## src/sv/rau_pkg.sv

```systemverilog
// ----------------------------------------------------------------------------
// rau_pkg
// Shared widths, operation and status codes, controller commands and the
// status bundle of the rational arithmetic unit.
// ----------------------------------------------------------------------------
package rau_pkg;

    localparam int NUM_W = 32;
    localparam int DEN_W = 32;
    // Magnitudes of numerators and denominators share one width.
    localparam int MAG_W = (NUM_W > DEN_W) ? NUM_W : DEN_W;
    localparam int PRD_W = 2 * MAG_W;
    localparam int SUM_W = PRD_W + 1;
    localparam int CNT_W = $clog2(SUM_W + 1);

    localparam logic [3:0] OP_ADD = 4'd0;
    localparam logic [3:0] OP_SUB = 4'd1;
    localparam logic [3:0] OP_MUL = 4'd2;
    localparam logic [3:0] OP_DIV = 4'd3;
    localparam logic [3:0] OP_EQ  = 4'd4;
    localparam logic [3:0] OP_NE  = 4'd5;
    localparam logic [3:0] OP_LT  = 4'd6;
    localparam logic [3:0] OP_LE  = 4'd7;
    localparam logic [3:0] OP_GT  = 4'd8;
    localparam logic [3:0] OP_GE  = 4'd9;

    localparam logic [1:0] ST_OK   = 2'd0;
    localparam logic [1:0] ST_ZERO = 2'd1;
    localparam logic [1:0] ST_OVF  = 2'd2;

    typedef enum logic [5:0] {
        C_NOP,
        C_LOAD,
        C_GCD_AB,
        C_GCD_BA,
        C_GCD_DD,
        C_GCD_GR,
        C_GCD_NEXT,
        C_SAVE_G1,
        C_SAVE_G2,
        C_DV_GCD,
        C_DV_AM_G1,
        C_DV_BD_G1_W,
        C_DV_BD_G1,
        C_DV_BM_G2,
        C_DV_AD_G2,
        C_DV_AD_G1,
        C_DV_S_G1,
        C_DV_S_G2,
        C_DV_BD_G2,
        C_MUL_PN,
        C_MUL_PD,
        C_MUL_T2,
        C_MUL_T1,
        C_MUL_DEN,
        C_MUL_C1,
        C_SUM,
        C_EMIT,
        C_CMP,
        C_FIN_ZERO,
        C_FIN_ERR,
        C_FIN_BLANK
    } t_cmd;

    typedef struct packed {
        logic op_bad;
        logic op_err;
        logic is_cmp;
        logic is_mul;
        logic zero_opnd;
        logic s_zero;
        logic gy_zero;
        logic div_busy;
        logic out_busy;
    } t_stat;

endpackage

```

## src/sv/rau_req_if.sv

```systemverilog
// ----------------------------------------------------------------------------
// rau_req_if
// Request channel: operation code and two fractions.
// ----------------------------------------------------------------------------
interface rau_req_if;
    logic                             valid;
    logic                             ready;
    logic [3:0]                       req_type;
    logic signed [rau_pkg::NUM_W-1:0] a_num;
    logic [rau_pkg::DEN_W-1:0]        a_den;
    logic signed [rau_pkg::NUM_W-1:0] b_num;
    logic [rau_pkg::DEN_W-1:0]        b_den;

    modport source (output valid, req_type, a_num, a_den, b_num, b_den, input ready);
    modport sink   (input valid, req_type, a_num, a_den, b_num, b_den, output ready);
endinterface

```

## src/sv/rau_res_if.sv

```systemverilog
// ----------------------------------------------------------------------------
// rau_res_if
// Result channel: reduced fraction, comparison outcome and status.
// ----------------------------------------------------------------------------
interface rau_res_if;
    logic                             valid;
    logic                             ready;
    logic signed [rau_pkg::NUM_W-1:0] res_num;
    logic [rau_pkg::DEN_W-1:0]        res_den;
    logic                             cmp_true;
    logic [1:0]                       status;

    modport source (output valid, res_num, res_den, cmp_true, status, input ready);
    modport sink   (input valid, res_num, res_den, cmp_true, status, output ready);
endinterface

```

## src/sv/rau_datapath.sv

```systemverilog
// ----------------------------------------------------------------------------
// rau_datapath
// Operand registers, one 32x32 multiplier, a shared restoring divider that
// yields one quotient bit per cycle, the signed sum, and the result register.
// ----------------------------------------------------------------------------
module rau_datapath (
    input  logic                             i_clk,
    input  logic                             i_rst_n,
    input  rau_pkg::t_cmd                    i_cmd,
    output rau_pkg::t_stat                   o_stat,
    input  logic [3:0]                       i_req_type,
    input  logic signed [rau_pkg::NUM_W-1:0] i_a_num,
    input  logic [rau_pkg::DEN_W-1:0]        i_a_den,
    input  logic signed [rau_pkg::NUM_W-1:0] i_b_num,
    input  logic [rau_pkg::DEN_W-1:0]        i_b_den,
    output logic                             o_out_valid,
    input  logic                             i_out_ready,
    output logic signed [rau_pkg::NUM_W-1:0] o_res_num,
    output logic [rau_pkg::DEN_W-1:0]        o_res_den,
    output logic                             o_cmp_true,
    output logic [1:0]                       o_status
);

    localparam int W  = rau_pkg::MAG_W;
    localparam int PW = rau_pkg::PRD_W;
    localparam int SW = rau_pkg::SUM_W;
    localparam int NW = rau_pkg::NUM_W;
    localparam int DW = rau_pkg::DEN_W;
    localparam int CW = rau_pkg::CNT_W;
    localparam logic [SW-1:0] LIM = SW'(1) << (NW - 1);

    typedef enum logic [2:0] {D_NONE, D_AM, D_BD, D_BM, D_AD, D_S} t_dst;

    logic [3:0]    r_op;
    logic          r_an, r_bn, r_neg;
    logic [W-1:0]  r_am, r_bm, r_ad, r_bd;
    logic [W-1:0]  r_gx, r_gy, r_g1, r_g2;
    logic [PW-1:0] r_x, r_y;
    logic [SW-1:0] r_s;
    logic [SW-1:0] r_dq;
    logic [W-1:0]  r_dr, r_dd;
    logic [CW-1:0] r_cnt;
    t_dst          r_dst;
    logic          r_ovalid;
    logic [NW-1:0] r_onum;
    logic [DW-1:0] r_oden;
    logic          r_ocmp;
    logic [1:0]    r_ost;

    logic [W-1:0]  w_amag, w_bmag, w_q;
    logic [W-1:0]  w_ma, w_mb;
    logic [PW-1:0] w_prod;
    logic [W:0]    w_rsh;
    logic          w_ge;
    logic [W-1:0]  w_rnx;
    logic [SW-1:0] w_dqnx;
    logic          w_dv_start, w_dv_wide;
    logic [W-1:0]  w_dv_num, w_dv_den;
    t_dst          w_dv_dst;
    logic [SW-1:0] w_x65, w_y65, w_diff, w_sum;
    logic          w_sneg;
    logic          w_lt, w_eq, w_xn, w_yn, w_true;
    logic          w_ovf;

    assign w_amag = i_a_num[NW-1] ? W'(~i_a_num) + W'(1) : W'(i_a_num);
    assign w_bmag = i_b_num[NW-1] ? W'(~i_b_num) + W'(1) : W'(i_b_num);
    assign w_q    = r_dq[W-1:0];

    always_comb begin
        w_ma = r_am;
        w_mb = r_bd;
        case (i_cmd)
            rau_pkg::C_MUL_PN:  begin w_ma = r_am; w_mb = r_bm; end
            rau_pkg::C_MUL_PD:  begin w_ma = r_ad; w_mb = r_bd; end
            rau_pkg::C_MUL_T2:  begin w_ma = r_bm; w_mb = r_ad; end
            rau_pkg::C_MUL_T1:  begin w_ma = r_am; w_mb = w_q;  end
            rau_pkg::C_MUL_DEN: begin w_ma = r_ad; w_mb = w_q;  end
            default:            begin w_ma = r_am; w_mb = r_bd; end
        endcase
    end
    assign w_prod = {{(PW-W){1'b0}}, w_ma} * {{(PW-W){1'b0}}, w_mb};

    // One restoring division step.
    assign w_rsh  = {r_dr, r_dq[SW-1]};
    assign w_ge   = w_rsh >= {1'b0, r_dd};
    assign w_rnx  = w_ge ? W'(w_rsh - {1'b0, r_dd}) : w_rsh[W-1:0];
    assign w_dqnx = {r_dq[SW-2:0], w_ge};

    always_comb begin
        w_dv_start = 1'b1;
        w_dv_wide  = 1'b0;
        w_dv_num   = r_gx;
        w_dv_den   = r_gy;
        w_dv_dst   = D_NONE;
        case (i_cmd)
            rau_pkg::C_DV_GCD:     begin w_dv_num = r_gx; w_dv_den = r_gy; end
            rau_pkg::C_DV_AM_G1:   begin w_dv_num = r_am; w_dv_den = r_g1; w_dv_dst = D_AM; end
            rau_pkg::C_DV_BD_G1_W: begin w_dv_num = r_bd; w_dv_den = r_g1; w_dv_dst = D_BD; end
            rau_pkg::C_DV_BD_G1:   begin w_dv_num = r_bd; w_dv_den = r_g1; end
            rau_pkg::C_DV_BM_G2:   begin w_dv_num = r_bm; w_dv_den = r_g2; w_dv_dst = D_BM; end
            rau_pkg::C_DV_AD_G2:   begin w_dv_num = r_ad; w_dv_den = r_g2; w_dv_dst = D_AD; end
            rau_pkg::C_DV_AD_G1:   begin w_dv_num = r_ad; w_dv_den = r_g1; w_dv_dst = D_AD; end
            rau_pkg::C_DV_S_G1:    begin w_dv_wide = 1'b1; w_dv_den = r_g1; end
            rau_pkg::C_DV_S_G2:    begin w_dv_wide = 1'b1; w_dv_den = r_g2; w_dv_dst = D_S; end
            rau_pkg::C_DV_BD_G2:   begin w_dv_num = r_bd; w_dv_den = r_g2; end
            default:               w_dv_start = 1'b0;
        endcase
    end

    // Signed sum of the two cross terms in sign-magnitude form.
    assign w_x65  = {1'b0, r_x};
    assign w_y65  = {1'b0, r_y};
    assign w_diff = w_x65 - w_y65;
    always_comb begin
        if (r_an == r_bn) begin
            w_sum  = w_x65 + w_y65;
            w_sneg = r_an;
        end else if (!w_diff[SW-1]) begin
            w_sum  = w_diff;
            w_sneg = r_an;
        end else begin
            w_sum  = w_y65 - w_x65;
            w_sneg = r_bn;
        end
    end

    // A zero magnitude carries no sign in the comparison.
    assign w_xn = r_an && (r_x != '0);
    assign w_yn = r_bn && (r_y != '0);
    always_comb begin
        if (w_xn != w_yn) begin
            w_lt = w_xn;
            w_eq = 1'b0;
        end else begin
            w_eq = r_x == r_y;
            w_lt = w_xn ? (r_y < r_x) : (r_x < r_y);
        end
        case (r_op)
            rau_pkg::OP_EQ: w_true = w_eq;
            rau_pkg::OP_NE: w_true = !w_eq;
            rau_pkg::OP_LT: w_true = w_lt;
            rau_pkg::OP_LE: w_true = w_lt || w_eq;
            rau_pkg::OP_GT: w_true = !w_lt && !w_eq;
            default:        w_true = !w_lt;
        endcase
    end

    assign w_ovf = (r_s > (r_neg ? LIM : LIM - SW'(1))) || (r_y[PW-1:DW] != '0);

    always_ff @(posedge i_clk) begin
        if (!i_rst_n) begin
            r_cnt    <= '0;
            r_ovalid <= 1'b0;
        end else begin
            if (w_dv_start) begin
                r_cnt <= w_dv_wide ? CW'(SW) : CW'(W);
            end else if (r_cnt != '0) begin
                r_cnt <= r_cnt - CW'(1);
            end
            if (i_cmd inside {rau_pkg::C_EMIT, rau_pkg::C_CMP, rau_pkg::C_FIN_ZERO,
                              rau_pkg::C_FIN_ERR, rau_pkg::C_FIN_BLANK}) begin
                r_ovalid <= 1'b1;
            end else if (i_out_ready) begin
                r_ovalid <= 1'b0;
            end
        end
    end

    always_ff @(posedge i_clk) begin
        if (w_dv_start) begin
            r_dq  <= w_dv_wide ? r_s : {w_dv_num, {(SW-W){1'b0}}};
            r_dr  <= '0;
            r_dd  <= w_dv_den;
            r_dst <= w_dv_dst;
        end else if (r_cnt != '0) begin
            r_dq <= w_dqnx;
            r_dr <= w_rnx;
            if (r_cnt == CW'(1)) begin
                case (r_dst)
                    D_AM:    r_am <= w_dqnx[W-1:0];
                    D_BD:    r_bd <= w_dqnx[W-1:0];
                    D_BM:    r_bm <= w_dqnx[W-1:0];
                    D_AD:    r_ad <= w_dqnx[W-1:0];
                    D_S:     r_s  <= w_dqnx;
                    default: ;
                endcase
            end
        end
        case (i_cmd)
            rau_pkg::C_LOAD: begin
                r_op <= i_req_type;
                r_an <= i_a_num[NW-1];
                r_bn <= i_b_num[NW-1] ^ (i_req_type == rau_pkg::OP_SUB);
                r_am <= w_amag;
                r_ad <= W'(i_a_den);
                if (i_req_type == rau_pkg::OP_DIV) begin
                    r_bm <= W'(i_b_den);
                    r_bd <= w_bmag;
                end else begin
                    r_bm <= w_bmag;
                    r_bd <= W'(i_b_den);
                end
            end
            rau_pkg::C_GCD_AB:   begin r_gx <= r_am; r_gy <= r_bd; end
            rau_pkg::C_GCD_BA:   begin r_gx <= r_bm; r_gy <= r_ad; end
            rau_pkg::C_GCD_DD:   begin r_gx <= r_ad; r_gy <= r_bd; end
            rau_pkg::C_GCD_GR:   begin r_gx <= r_g1; r_gy <= r_dr; end
            rau_pkg::C_GCD_NEXT: begin r_gx <= r_gy; r_gy <= r_dr; end
            rau_pkg::C_SAVE_G1:  r_g1 <= r_gx;
            rau_pkg::C_SAVE_G2:  r_g2 <= r_gx;
            rau_pkg::C_MUL_PN: begin
                r_s   <= {1'b0, w_prod};
                r_neg <= r_an ^ r_bn;
            end
            rau_pkg::C_MUL_PD, rau_pkg::C_MUL_T2, rau_pkg::C_MUL_DEN: r_y <= w_prod;
            rau_pkg::C_MUL_T1, rau_pkg::C_MUL_C1: r_x <= w_prod;
            rau_pkg::C_SUM: begin
                r_s   <= w_sum;
                r_neg <= w_sneg;
            end
            rau_pkg::C_EMIT: begin
                r_ocmp <= 1'b0;
                if (r_s == '0) begin
                    r_onum <= '0;
                    r_oden <= DW'(1);
                    r_ost  <= rau_pkg::ST_OK;
                end else if (w_ovf) begin
                    r_onum <= '0;
                    r_oden <= '0;
                    r_ost  <= rau_pkg::ST_OVF;
                end else begin
                    r_onum <= r_neg ? NW'(~r_s[NW-1:0]) + NW'(1) : r_s[NW-1:0];
                    r_oden <= r_y[DW-1:0];
                    r_ost  <= rau_pkg::ST_OK;
                end
            end
            rau_pkg::C_CMP: begin
                r_onum <= '0;
                r_oden <= '0;
                r_ocmp <= w_true;
                r_ost  <= rau_pkg::ST_OK;
            end
            rau_pkg::C_FIN_ZERO: begin
                r_onum <= '0;
                r_oden <= DW'(1);
                r_ocmp <= 1'b0;
                r_ost  <= rau_pkg::ST_OK;
            end
            rau_pkg::C_FIN_ERR: begin
                r_onum <= '0;
                r_oden <= '0;
                r_ocmp <= 1'b0;
                r_ost  <= rau_pkg::ST_ZERO;
            end
            rau_pkg::C_FIN_BLANK: begin
                r_onum <= '0;
                r_oden <= '0;
                r_ocmp <= 1'b0;
                r_ost  <= rau_pkg::ST_OK;
            end
            default: ;
        endcase
    end

    always_comb begin
        o_stat.op_bad    = r_op > rau_pkg::OP_GE;
        o_stat.op_err    = (r_ad == '0) || (r_bd == '0) ||
                           ((r_op == rau_pkg::OP_DIV) && (r_bm == '0));
        o_stat.is_cmp    = r_op inside {[rau_pkg::OP_EQ:rau_pkg::OP_GE]};
        o_stat.is_mul    = r_op inside {rau_pkg::OP_MUL, rau_pkg::OP_DIV};
        o_stat.zero_opnd = (r_am == '0) || (r_bm == '0);
        o_stat.s_zero    = r_s == '0;
        o_stat.gy_zero   = r_gy == '0;
        o_stat.div_busy  = r_cnt != '0;
        o_stat.out_busy  = r_ovalid && !i_out_ready;
    end

    assign o_out_valid = r_ovalid;
    assign o_res_num   = r_onum;
    assign o_res_den   = r_oden;
    assign o_cmp_true  = r_ocmp;
    assign o_status    = r_ost;

endmodule

```

## src/sv/rau_ctrl.sv

```systemverilog
// ----------------------------------------------------------------------------
// rau_ctrl
// Sequencer: runs arithmetic via gcd, divide and multiply steps, compares via
// multiplies; shared gcd and divide-wait subroutines return to a saved state.
// ----------------------------------------------------------------------------
module rau_ctrl (
    input  logic           i_clk,
    input  logic           i_rst_n,
    input  logic           i_in_valid,
    output logic           o_in_ready,
    input  rau_pkg::t_stat i_stat,
    output rau_pkg::t_cmd  o_cmd
);

    typedef enum logic [30:0] {
        S_IDLE  = 31'h00000001,
        S_CHECK = 31'h00000002,
        S_GCD   = 31'h00000004,
        S_GWAIT = 31'h00000008,
        S_DWAIT = 31'h00000010,
        S_FIN   = 31'h00000020,
        S_M1    = 31'h00000040,
        S_M2    = 31'h00000080,
        S_M3    = 31'h00000100,
        S_M4    = 31'h00000200,
        S_M5    = 31'h00000400,
        S_M6    = 31'h00000800,
        S_M7    = 31'h00001000,
        S_M8    = 31'h00002000,
        S_M9    = 31'h00004000,
        S_M10   = 31'h00008000,
        S_A1    = 31'h00010000,
        S_A2    = 31'h00020000,
        S_A3    = 31'h00040000,
        S_A4    = 31'h00080000,
        S_A5    = 31'h00100000,
        S_A6    = 31'h00200000,
        S_A7    = 31'h00400000,
        S_A8    = 31'h00800000,
        S_A9    = 31'h01000000,
        S_A10   = 31'h02000000,
        S_A11   = 31'h04000000,
        S_A12   = 31'h08000000,
        S_A13   = 31'h10000000,
        S_C1    = 31'h20000000,
        S_C2    = 31'h40000000
    } t_state;

    t_state        r_state, n_state;
    t_state        r_ret, n_ret;
    rau_pkg::t_cmd r_fin, n_fin;

    always_comb begin
        n_state    = r_state;
        n_ret      = r_ret;
        n_fin      = r_fin;
        o_cmd      = rau_pkg::C_NOP;
        o_in_ready = 1'b0;
        case (r_state)
            S_IDLE: begin
                o_in_ready = 1'b1;
                if (i_in_valid) begin
                    o_cmd   = rau_pkg::C_LOAD;
                    n_state = S_CHECK;
                end
            end
            S_CHECK: begin
                if (i_stat.op_bad) begin
                    n_fin   = rau_pkg::C_FIN_BLANK;
                    n_state = S_FIN;
                end else if (i_stat.op_err) begin
                    n_fin   = rau_pkg::C_FIN_ERR;
                    n_state = S_FIN;
                end else if (i_stat.is_cmp) begin
                    n_state = S_C1;
                end else if (i_stat.is_mul) begin
                    if (i_stat.zero_opnd) begin
                        n_fin   = rau_pkg::C_FIN_ZERO;
                        n_state = S_FIN;
                    end else begin
                        n_state = S_M1;
                    end
                end else begin
                    n_state = S_A1;
                end
            end
            // Euclid loop: remainder of gx by gy until gy is zero.
            S_GCD: begin
                if (i_stat.gy_zero) begin
                    n_state = r_ret;
                end else begin
                    o_cmd   = rau_pkg::C_DV_GCD;
                    n_state = S_GWAIT;
                end
            end
            S_GWAIT: begin
                if (!i_stat.div_busy) begin
                    o_cmd   = rau_pkg::C_GCD_NEXT;
                    n_state = S_GCD;
                end
            end
            S_DWAIT: begin
                if (!i_stat.div_busy) begin
                    n_state = r_ret;
                end
            end
            S_FIN: begin
                if (!i_stat.out_busy) begin
                    o_cmd   = r_fin;
                    n_state = S_IDLE;
                end
            end
            S_M1:  begin o_cmd = rau_pkg::C_GCD_AB;     n_ret = S_M2;  n_state = S_GCD;   end
            S_M2:  begin o_cmd = rau_pkg::C_SAVE_G1;    n_state = S_M3;                   end
            S_M3:  begin o_cmd = rau_pkg::C_GCD_BA;     n_ret = S_M4;  n_state = S_GCD;   end
            S_M4:  begin o_cmd = rau_pkg::C_SAVE_G2;    n_state = S_M5;                   end
            S_M5:  begin o_cmd = rau_pkg::C_DV_AM_G1;   n_ret = S_M6;  n_state = S_DWAIT; end
            S_M6:  begin o_cmd = rau_pkg::C_DV_BD_G1_W; n_ret = S_M7;  n_state = S_DWAIT; end
            S_M7:  begin o_cmd = rau_pkg::C_DV_BM_G2;   n_ret = S_M8;  n_state = S_DWAIT; end
            S_M8:  begin o_cmd = rau_pkg::C_DV_AD_G2;   n_ret = S_M9;  n_state = S_DWAIT; end
            S_M9:  begin o_cmd = rau_pkg::C_MUL_PN;     n_state = S_M10;                  end
            S_M10: begin
                o_cmd   = rau_pkg::C_MUL_PD;
                n_fin   = rau_pkg::C_EMIT;
                n_state = S_FIN;
            end
            S_A1:  begin o_cmd = rau_pkg::C_GCD_DD;     n_ret = S_A2;  n_state = S_GCD;   end
            S_A2:  begin o_cmd = rau_pkg::C_SAVE_G1;    n_state = S_A3;                   end
            S_A3:  begin o_cmd = rau_pkg::C_DV_AD_G1;   n_ret = S_A4;  n_state = S_DWAIT; end
            S_A4:  begin o_cmd = rau_pkg::C_MUL_T2;     n_state = S_A5;                   end
            S_A5:  begin o_cmd = rau_pkg::C_DV_BD_G1;   n_ret = S_A6;  n_state = S_DWAIT; end
            S_A6:  begin o_cmd = rau_pkg::C_MUL_T1;     n_state = S_A7;                   end
            S_A7:  begin o_cmd = rau_pkg::C_SUM;        n_state = S_A8;                   end
            S_A8: begin
                if (i_stat.s_zero) begin
                    n_fin   = rau_pkg::C_FIN_ZERO;
                    n_state = S_FIN;
                end else begin
                    o_cmd   = rau_pkg::C_DV_S_G1;
                    n_ret   = S_A9;
                    n_state = S_DWAIT;
                end
            end
            S_A9:  begin o_cmd = rau_pkg::C_GCD_GR;     n_ret = S_A10; n_state = S_GCD;   end
            S_A10: begin o_cmd = rau_pkg::C_SAVE_G2;    n_state = S_A11;                  end
            S_A11: begin o_cmd = rau_pkg::C_DV_S_G2;    n_ret = S_A12; n_state = S_DWAIT; end
            S_A12: begin o_cmd = rau_pkg::C_DV_BD_G2;   n_ret = S_A13; n_state = S_DWAIT; end
            S_A13: begin
                o_cmd   = rau_pkg::C_MUL_DEN;
                n_fin   = rau_pkg::C_EMIT;
                n_state = S_FIN;
            end
            S_C1:  begin o_cmd = rau_pkg::C_MUL_C1;     n_state = S_C2;                   end
            S_C2: begin
                o_cmd   = rau_pkg::C_MUL_T2;
                n_fin   = rau_pkg::C_CMP;
                n_state = S_FIN;
            end
            default: n_state = S_IDLE;
        endcase
    end

    always_ff @(posedge i_clk) begin
        if (!i_rst_n) begin
            r_state <= S_IDLE;
            r_ret   <= S_IDLE;
            r_fin   <= rau_pkg::C_FIN_BLANK;
        end else begin
            r_state <= n_state;
            r_ret   <= n_ret;
            r_fin   <= n_fin;
        end
    end

endmodule

```

## src/sv/rational_arithmetic_unit.sv

```systemverilog
// ----------------------------------------------------------------------------
// rational_arithmetic_unit
// Adds, subtracts, multiplies, divides or compares two fractions and gives
// the result in lowest terms with a positive denominator.
//
//   Channel  Dir  Carries
//   i_req    in   req_type, a_num, a_den, b_num, b_den
//   o_res    out  res_num, res_den, cmp_true, status
//
// One request at a time. Multiply and divide run two gcds and four divides,
// add and subtract one gcd, a second gcd and five divides, all on the shared
// one-bit-per-cycle divider, which takes the full 65-bit sum when dividing it;
// each gcd runs one divide per Euclid step. Synchronous active-low reset
// returns the sequencer to idle. A result waits in the output register; the
// next request is taken meanwhile and stalls only at its own result.
// ----------------------------------------------------------------------------
module rational_arithmetic_unit (
    input  logic      i_clk,
    input  logic      i_rst_n,
    rau_req_if.sink   i_req,
    rau_res_if.source o_res
);

    rau_pkg::t_cmd  w_cmd;
    rau_pkg::t_stat w_stat;
    logic           w_in_ready;

    rau_ctrl u_ctrl (
        .i_clk      (i_clk),
        .i_rst_n    (i_rst_n),
        .i_in_valid (i_req.valid),
        .o_in_ready (w_in_ready),
        .i_stat     (w_stat),
        .o_cmd      (w_cmd)
    );

    rau_datapath u_dp (
        .i_clk       (i_clk),
        .i_rst_n     (i_rst_n),
        .i_cmd       (w_cmd),
        .o_stat      (w_stat),
        .i_req_type  (i_req.req_type),
        .i_a_num     (i_req.a_num),
        .i_a_den     (i_req.a_den),
        .i_b_num     (i_req.b_num),
        .i_b_den     (i_req.b_den),
        .o_out_valid (o_res.valid),
        .i_out_ready (o_res.ready),
        .o_res_num   (o_res.res_num),
        .o_res_den   (o_res.res_den),
        .o_cmp_true  (o_res.cmp_true),
        .o_status    (o_res.status)
    );

    assign i_req.ready = w_in_ready;

`ifndef SYNTHESIS
    a_ovf_clear: assert property (@(posedge i_clk) disable iff (!i_rst_n)
        (o_res.valid && o_res.status == rau_pkg::ST_OVF) |->
        (o_res.res_num == '0 && o_res.res_den == '0 && !o_res.cmp_true))
        else $error("overflow result carries nonzero fields");
    a_den_zero: assert property (@(posedge i_clk) disable iff (!i_rst_n)
        (o_res.valid && o_res.status == rau_pkg::ST_OK && o_res.res_den == '0) |->
        (o_res.res_num == '0))
        else $error("nonzero numerator over zero denominator");
    a_cmp_only: assert property (@(posedge i_clk) disable iff (!i_rst_n)
        (o_res.valid && o_res.cmp_true) |->
        (o_res.res_den == '0 && o_res.status == rau_pkg::ST_OK))
        else $error("comparison outcome set on an arithmetic result");
    a_busy_idle: assert property (@(posedge i_clk) disable iff (!i_rst_n)
        w_stat.div_busy |-> !i_req.ready)
        else $error("request taken while the divider runs");
`endif

endmodule
```

## src/flat_wrapper.sv

```systemverilog
// flat-port wrapper written by rule: the top's interface ports become plain ports
module rational_arithmetic_unit_flat 
  (i_clk, i_rst_n, i_req_valid, i_req_req_type, i_req_a_num, i_req_a_den, i_req_b_num, i_req_b_den, i_req_ready, o_res_valid, o_res_res_num, o_res_res_den, o_res_cmp_true, o_res_status, o_res_ready);
  rau_req_if i_req_i ();
  rau_res_if o_res_i ();
  input  logic i_clk;
  input  logic i_rst_n;
  input wire logic [$bits(i_req_i.valid)-1:0] i_req_valid;
  input wire logic [$bits(i_req_i.req_type)-1:0] i_req_req_type;
  input wire logic [$bits(i_req_i.a_num)-1:0] i_req_a_num;
  input wire logic [$bits(i_req_i.a_den)-1:0] i_req_a_den;
  input wire logic [$bits(i_req_i.b_num)-1:0] i_req_b_num;
  input wire logic [$bits(i_req_i.b_den)-1:0] i_req_b_den;
  output wire logic [$bits(i_req_i.ready)-1:0] i_req_ready;
  output wire logic [$bits(o_res_i.valid)-1:0] o_res_valid;
  output wire logic [$bits(o_res_i.res_num)-1:0] o_res_res_num;
  output wire logic [$bits(o_res_i.res_den)-1:0] o_res_res_den;
  output wire logic [$bits(o_res_i.cmp_true)-1:0] o_res_cmp_true;
  output wire logic [$bits(o_res_i.status)-1:0] o_res_status;
  input wire logic [$bits(o_res_i.ready)-1:0] o_res_ready;
  assign i_req_i.valid = i_req_valid;
  assign i_req_i.req_type = i_req_req_type;
  assign i_req_i.a_num = i_req_a_num;
  assign i_req_i.a_den = i_req_a_den;
  assign i_req_i.b_num = i_req_b_num;
  assign i_req_i.b_den = i_req_b_den;
  assign i_req_ready = i_req_i.ready;
  assign o_res_valid = o_res_i.valid;
  assign o_res_res_num = o_res_i.res_num;
  assign o_res_res_den = o_res_i.res_den;
  assign o_res_cmp_true = o_res_i.cmp_true;
  assign o_res_status = o_res_i.status;
  assign o_res_i.ready = o_res_ready;
  rational_arithmetic_unit u_core (.i_clk(i_clk), .i_rst_n(i_rst_n), .i_req(i_req_i), .o_res(o_res_i));
endmodule
```

## config.mk

```make
export PLATFORM = sky130hd
export DESIGN_NAME = rational_arithmetic_unit_flat
export DESIGN_NICKNAME = d
export VERILOG_FILES = /design/src/sv/rau_pkg.sv /design/src/sv/rau_req_if.sv /design/src/sv/rau_res_if.sv /design/src/sv/rau_datapath.sv /design/src/sv/rau_ctrl.sv /design/src/sv/rational_arithmetic_unit.sv /design/src/flat_wrapper.sv
export SDC_FILE = /design/constraint.sdc
export NUM_CORES = 2
export LEC_CHECK = 0
export ABC_CLOCK_PERIOD_IN_PS = 18000
export BUFFER_PORTS_ARGS = -buffer_cell sky130_fd_sc_hd__buf_2
export CORE_MARGIN = 1
export CORE_UTILIZATION = 45
export CTS_CLUSTER_DIAMETER = 150
export DETAILED_ROUTE_END_ITERATION = 16
export GPL_TIMING_DRIVEN = 0
export HOLD_SLACK_MARGIN = 0.05
export SLEW_MARGIN = 15
export SYNTH_ARGS = -nofsm -noshare
export SYNTH_HDL_FRONTEND = slang
export SYNTH_SLANG_ARGS = --single-unit
```

## constraint.sdc

```tcl
create_clock -name i_clk -period 18 [get_ports i_clk]
set_input_delay 3.6 -clock i_clk [delete_from_list [all_inputs] [get_ports i_clk]]
set_output_delay 3.6 -clock i_clk [all_outputs]
set_load 0.01 [all_outputs]
```

Yosys cells after proc, flatten, opt, wreduce, memory -nomap -nowiden. Cells that the tools add are included.

Flip-flop bits (word level): 731. Bits of input ports: 136.

Mux-type cells: 96. $mul: 1. Add/subtract/negate cells: 8. Reductions and logical operators: 77. Eq/ne operators: 90. Order comparisons: 7. Bitwise logic cells: 5.

Operator list (number): $mux W32 (31); $pmux W31 S19 (1); $mux W65 (9); $pmux W31 S13 (1); $mux W31 (10); $pmux W32 S3 (3); $pmux W32 S2 (3); $logic_not A32 Y1 (5); $pmux W32 S5 (1); $pmux W6 S26 (1); $pmux W65 S2 (1); $sub A64 B64 Y65 (2); $lt A64 B64 Y1 (2); $pmux W32 S4 (1); $reduce_bool A64 Y1 (2); $not A32 Y32 (3); $eq A6 B5 Y1 const B (15); $add A64 B64 Y65 (1); $gt A65 B32 Y1 (1); $logic_not A65 Y1 (1); $add A32 B2 Y32 const B (2); $eq A64 B64 Y1 (1); $mul A32 B32 Y64 (1); $eq A6 B4 Y1 const B (8); 87 further kinds (178).

Depth between registers and ports, before layout.
Depth in word-level cells: 9. Depth in mapped cells: 48.

Modules after synthesis. A second synthesis with hierarchy kept.

Cells, all modules: 8868. Area, all modules: 79708.9 sq um.

By module, submodules not included: rau_datapath (instances 1, area each 76930.0 sq um, cells an instance 8540); rau_ctrl (instances 1, area each 2778.9 sq um, cells an instance 328).

Worst setup path before layout. OpenSTA, ideal clock, no wires.

Kind: input to register. From: input port o_res_ready. To: register u_core.u_dp.r_s[62] (data pin). Path slack: 3318 ps. Required time: 17741 ps. Setup time: 259 ps. Path buffers: 4. Arrival time: 14423 ps. Cell stages on the path: 36. Cell sequence: nor2b_1 -> nor2b_1 -> and4_1 -> nand4b_1 -> nor4_4 -> o21a_1 -> buf_2 -> buf_1 -> o21a_1 -> clkbuf_1 -> nand2_1 -> fa_1 -> inv_1 -> fa_1 -> fa_1 -> inv_1 -> fa_1 -> inv_1 -> fa_1 -> fa_1 -> fa_1 -> fa_1 -> ha_1 -> clkbuf_1 -> nand2_1 -> o21ai_0 -> or4_1 -> a21boi_0 -> a311o_1 -> o311ai_0 -> nand3_1 -> a211oi_1 -> a31oi_1 -> o21ai_0 -> xor2_1 -> a211o_1.

Longest elaborated chain between the ends: 9.

RTL lines: start: declaration (RTL line flat_wrapper.sv:20) `input wire logic [$bits(o_res_i.ready)-1:0] o_res_ready;`; $logic_not A1 Y1 * (RTL line rau_datapath.sv:275) `o_stat.out_busy = r_ovalid && !i_out_ready;`; $logic_and A1 B1 Y1 * (RTL line rau_datapath.sv:275); $mux W6 * (RTL line rau_ctrl.sv:108) `if (!i_stat.out_busy) begin`; $pmux W6 S26 * (RTL line rau_ctrl.sv:59) `case (r_state)`; $eq A6 B5 Y1 (RTL line rau_datapath.sv:72) `case (i_cmd)`; $reduce_or A2 Y1 (no source line); $pmux W32 S3 or $pmux W32 S2 (tied branches) (RTL line rau_datapath.sv:72); $mul A32 B32 Y64 * (RTL line rau_datapath.sv:81) `assign w_prod = {{(PW-W){1'b0}}, w_ma} * {{(PW-W){1'b0}}, w_mb};`; via u_core.u_dp.w_prod[62] (RTL line rau_datapath.sv:52) `logic [PW-1:0] w_prod;`; $pmux W65 S2 * (RTL line rau_datapath.sv:189) `case (i_cmd)`; end signal: assignment (RTL line rau_datapath.sv:184) `D_S: r_s <= w_dqnx;`; end signal: assignment (RTL line rau_datapath.sv:212) `r_s <= {1'b0, w_prod};`; end signal: assignment (RTL line rau_datapath.sv:218) `r_s <= w_sum;`; end: declaration (RTL line rau_datapath.sv:39) `logic [SW-1:0] r_s;`.

Mark *: on every way through the listed nets, which the timed path passes. The rest lies on a longest branch. A chain may end at the register's enable or synchronous reset.

Worst setup path in the final report.
From: input port o_res_ready. To: register u_core.u_dp.r_s[61] (data pin).

Same word-level chain as after synthesis.

==> impl_metrics.py <==
metrics = {
    "global_route": {
        "track_usage_pct": 43.5,
        "antenna_found_initial": 45,
        "grt_pass1_vias": 72552,
        "overflow": 0,
        "grt_max_degree": 49,
        "grt_pass1_wl_mm": 545,
    },
    "clock_tree": {
        "ctsHtreeMaxLevel": 3,
        "cts_root_buf": "clkbuf_16",
        "cts_setup_buffers": 0,
        "cts_tree": "built",
        "cts.reportedPaths.clkPinSlew_ns": 0.06,
        "cts_buffer_depth": 3,
        "clk_latency_ns": 0.75,
        "numCtsBuffers": 81,
        "ctsHoldBuffers": 0,
        "post_cts_resize_count": 0,
        "clock-sinks": 711,
    },
    "final_layout": {
        "nets": 10947,
        "synthToLayoutAreaGrowth_pct": 9.60,
        "finish.utilization_pct": 49.6,
        "final_cell_area_sq_um": 87400,
        "drive_gt1_share_pct": 5.95,
    },
    "floorplanning": {
        "placeableCoreArea_sq_um": 176000,
        "die_area_sq_um": 179000,
        "die_y_um": 423,
        "dieWidth_um": 423,
        "ioPinCount": 205,
        "num_rows": 154,
        "start_util_pct": 45.3,
    },
    "timing": {
        "setup_viol": 0,
        "rsz0062_at_grt": "false",
        "final.period_utilization_pct": 93.1,
        "fin_ws_ns": 1.24,
        "tns_ns": 0,
        "slew_viol_final": 0,
        "skew_ns": 0.0804,
        "tightest_slew_ns": 1.40,
        "max-slew-margin-rel_pct": 5.87,
        "fmax_mhz": 59.7,
        "min_period_ns": 16.76,
        "finalHoldViolations": 0,
    },
    "critical_path": {
        "cpLargestDelayFamily": "adder cells",
        "path_class": "in -> reg",
        "cp.arrival_ns": 17.33,
        "worstSetupEndpointType": "register",
        "path_common_cell": "fa_1",
        "worstPathRequired_ns": 18.57,
        "slowest_stage": "nor4_4",
        "rrSetupSlack_ns": 2.41,
        "cp_max_fo": 10,
        "crit_buf_inv": 8,
        "critical_path.max_stage_delay_ns": 0.96,
        "start_kind": "input pin",
    },
    "yosys": {
        "syn_nets": 10616,
        "synth-async-reset-ratio_pct": 0,
        "synth.distinct_cells": 96,
        "ys_seq_area_share_pct": 25.7,
        "synth_area_per_cell_sq_um": 8.80,
        "synth_seq_cells": 711,
        "yosys_warnings": 0,
        "synth_cells": 9055,
        "synth-edff-count": 623,
        "synth_area_sq_um": 79700,
        "synth_flop_cell": "edfxtp_1",
    },
    "detailed_routing": {
        "ant_nets": 0,
        "wl_mm": 395,
        "vias_per_cell": 6.27,
        "route.detailed.drc": 0,
        "drt_iter0_markers": 10401,
        "wl_per_cell_um": 33.5,
        "dr.pass1.iters": 12,
        "num_vias": 74068,
    },
    "placed_design": {
        "pre_cts_ws_ns": 0.964,
        "dp.final_hpwl_mm": 326,
        "routabilityCongestion": 1.07,
        "post_dp_cell_area_sq_um": 84500,
        "portBuffers": 204,
    },
    "min_path": {
        "hold_path_class": "reg -> reg",
    },
    "run_status": {
        "outcome": "finished clean",
    },
    "run": {
        "cap_violations": 0,
    },
}
[synth_stat cells (all sizes together) (127+ instances only)]
| cell type | number | area share, % |
|---|---|---|
| nand2 | 1196 | 5.6 |
| inv | 1125 | 5.3 |
| nor2 | 1080 | 5.1 |
| fa | 900 | 23 |
| edfxtp | 623 | 23 |
| a21oi | 576 | 3.6 |
| ha | 525 | 8.2 |
| o21ai | 481 | 3.0 |
| clkbuf | 368 | 1.7 |
| nor4 | 127 | 1.0 |
| xor2 | 127 | 1.4 |
[final timing paths]
check | startpoint | to | depth (start not counted)
hold / removal | u_core.u_ctrl.r_ret[0] | u_core.u_ctrl.r_ret[0] | 2
hold reg to reg | u_core.u_ctrl.r_ret[0] | u_core.u_ctrl.r_ret[0] | 2
setup reg to reg | u_core.u_ctrl.r_state[12] | u_core.u_dp.r_s[61] | 40
setup / recovery | o_res_ready | u_core.u_dp.r_s[61] | 39
[routing by layer]
metal | track usage, % | wire, um
met2 | 65.4 | 169000
met5 | 0 | 175
met1 | 54.6 | 150000
met4 | 28.2 | 31400
met3 | 12.6 | 45200
[area by class of cell]
type	count	area [sq um]
Antenna cell	19	47.5
Buffer	488	1990
Clock buffer	106	2220
Clock inverter	40	500
Fill cell	17198	88800
Inverter	1126	4230
Multi-Input combinational cell	6730	53300
Sequential cell	711	20500
Tap cell	2340	2930
Timing Repair Buffer	248	1650
[per-stage QoR]
stage          hold WS (ns)  std cells
4_1_cts               0.445      11787
3_3_place_gp          0.429      11599
5_1_grt               0.481      11795
2_1_floorplan         0.416       9055
6_report              0.446      11808
3_5_place_dp          0.436      11641
[registers in the layout, indices dropped and copies added (netlist names), 14 cells and up]
signal	cells
u_core.u_dp.r_ad	32
u_core.u_dp.r_am	32
u_core.u_dp.o_res_num	32
u_core.u_dp.r_g1	32
u_core.u_dp.r_dr	32
u_core.u_dp.r_gy	32
u_core.u_dp.r_y	64
u_core.u_dp.r_x	64
u_core.u_dp.o_res_den	32
u_core.u_ctrl.r_ret	14
u_core.u_dp.r_s	65
u_core.u_ctrl.r_state	31
u_core.u_dp.r_gx	32
u_core.u_dp.r_g2	32
u_core.u_dp.r_bd	32
u_core.u_dp.r_dd	32
u_core.u_dp.r_dq	65
u_core.u_dp.r_bm	32
[worst min-delay path: stages (launching register included)]
cell and delay (ns):
dfxtp_1 0.31, nand2_1 0.05, nand2_1 0.04
[cells in the final DEF (no fill, tap or decap), types with 45 or more instances in the layout]
cell / n
clkbuf_1: 382
a222oi_1: 95
nand2b_1: 84
dfxtp_1: 88
o31ai_1: 58
buf_2: 284
o21a_1: 69
fa_1: 900
xor2_1: 124
a21o_1: 97
o21bai_1: 66
nand2_1: 1191
nor3_1: 98
a21oi_1: 575
clkbuf_16: 84
nand3_1: 70
nand4_1: 80
a22oi_1: 123
a211oi_1: 60
inv_1: 1122
o21ai_0: 451
edfxtp_1: 623
and2_1: 86
nor2b_1: 72
ha_1: 525
xnor2_1: 111
o211ai_1: 47
and3_1: 45
or3_1: 48
nor2_1: 1078
nor4_1: 118
[kinds of logic after synthesis]
kind of cell | share of synthesized area (%)
fa+ha+maj | 30.8
flops | 25.7
compound gates | 15.3
xor+xnor | 2.75
simple gates | 17.2
mux | 0.397
buf+inv | 7.79
Power is left out: the tool's default activity adds up to more than one toggle a clock period on the data nets, which glitch-free logic cannot reach.
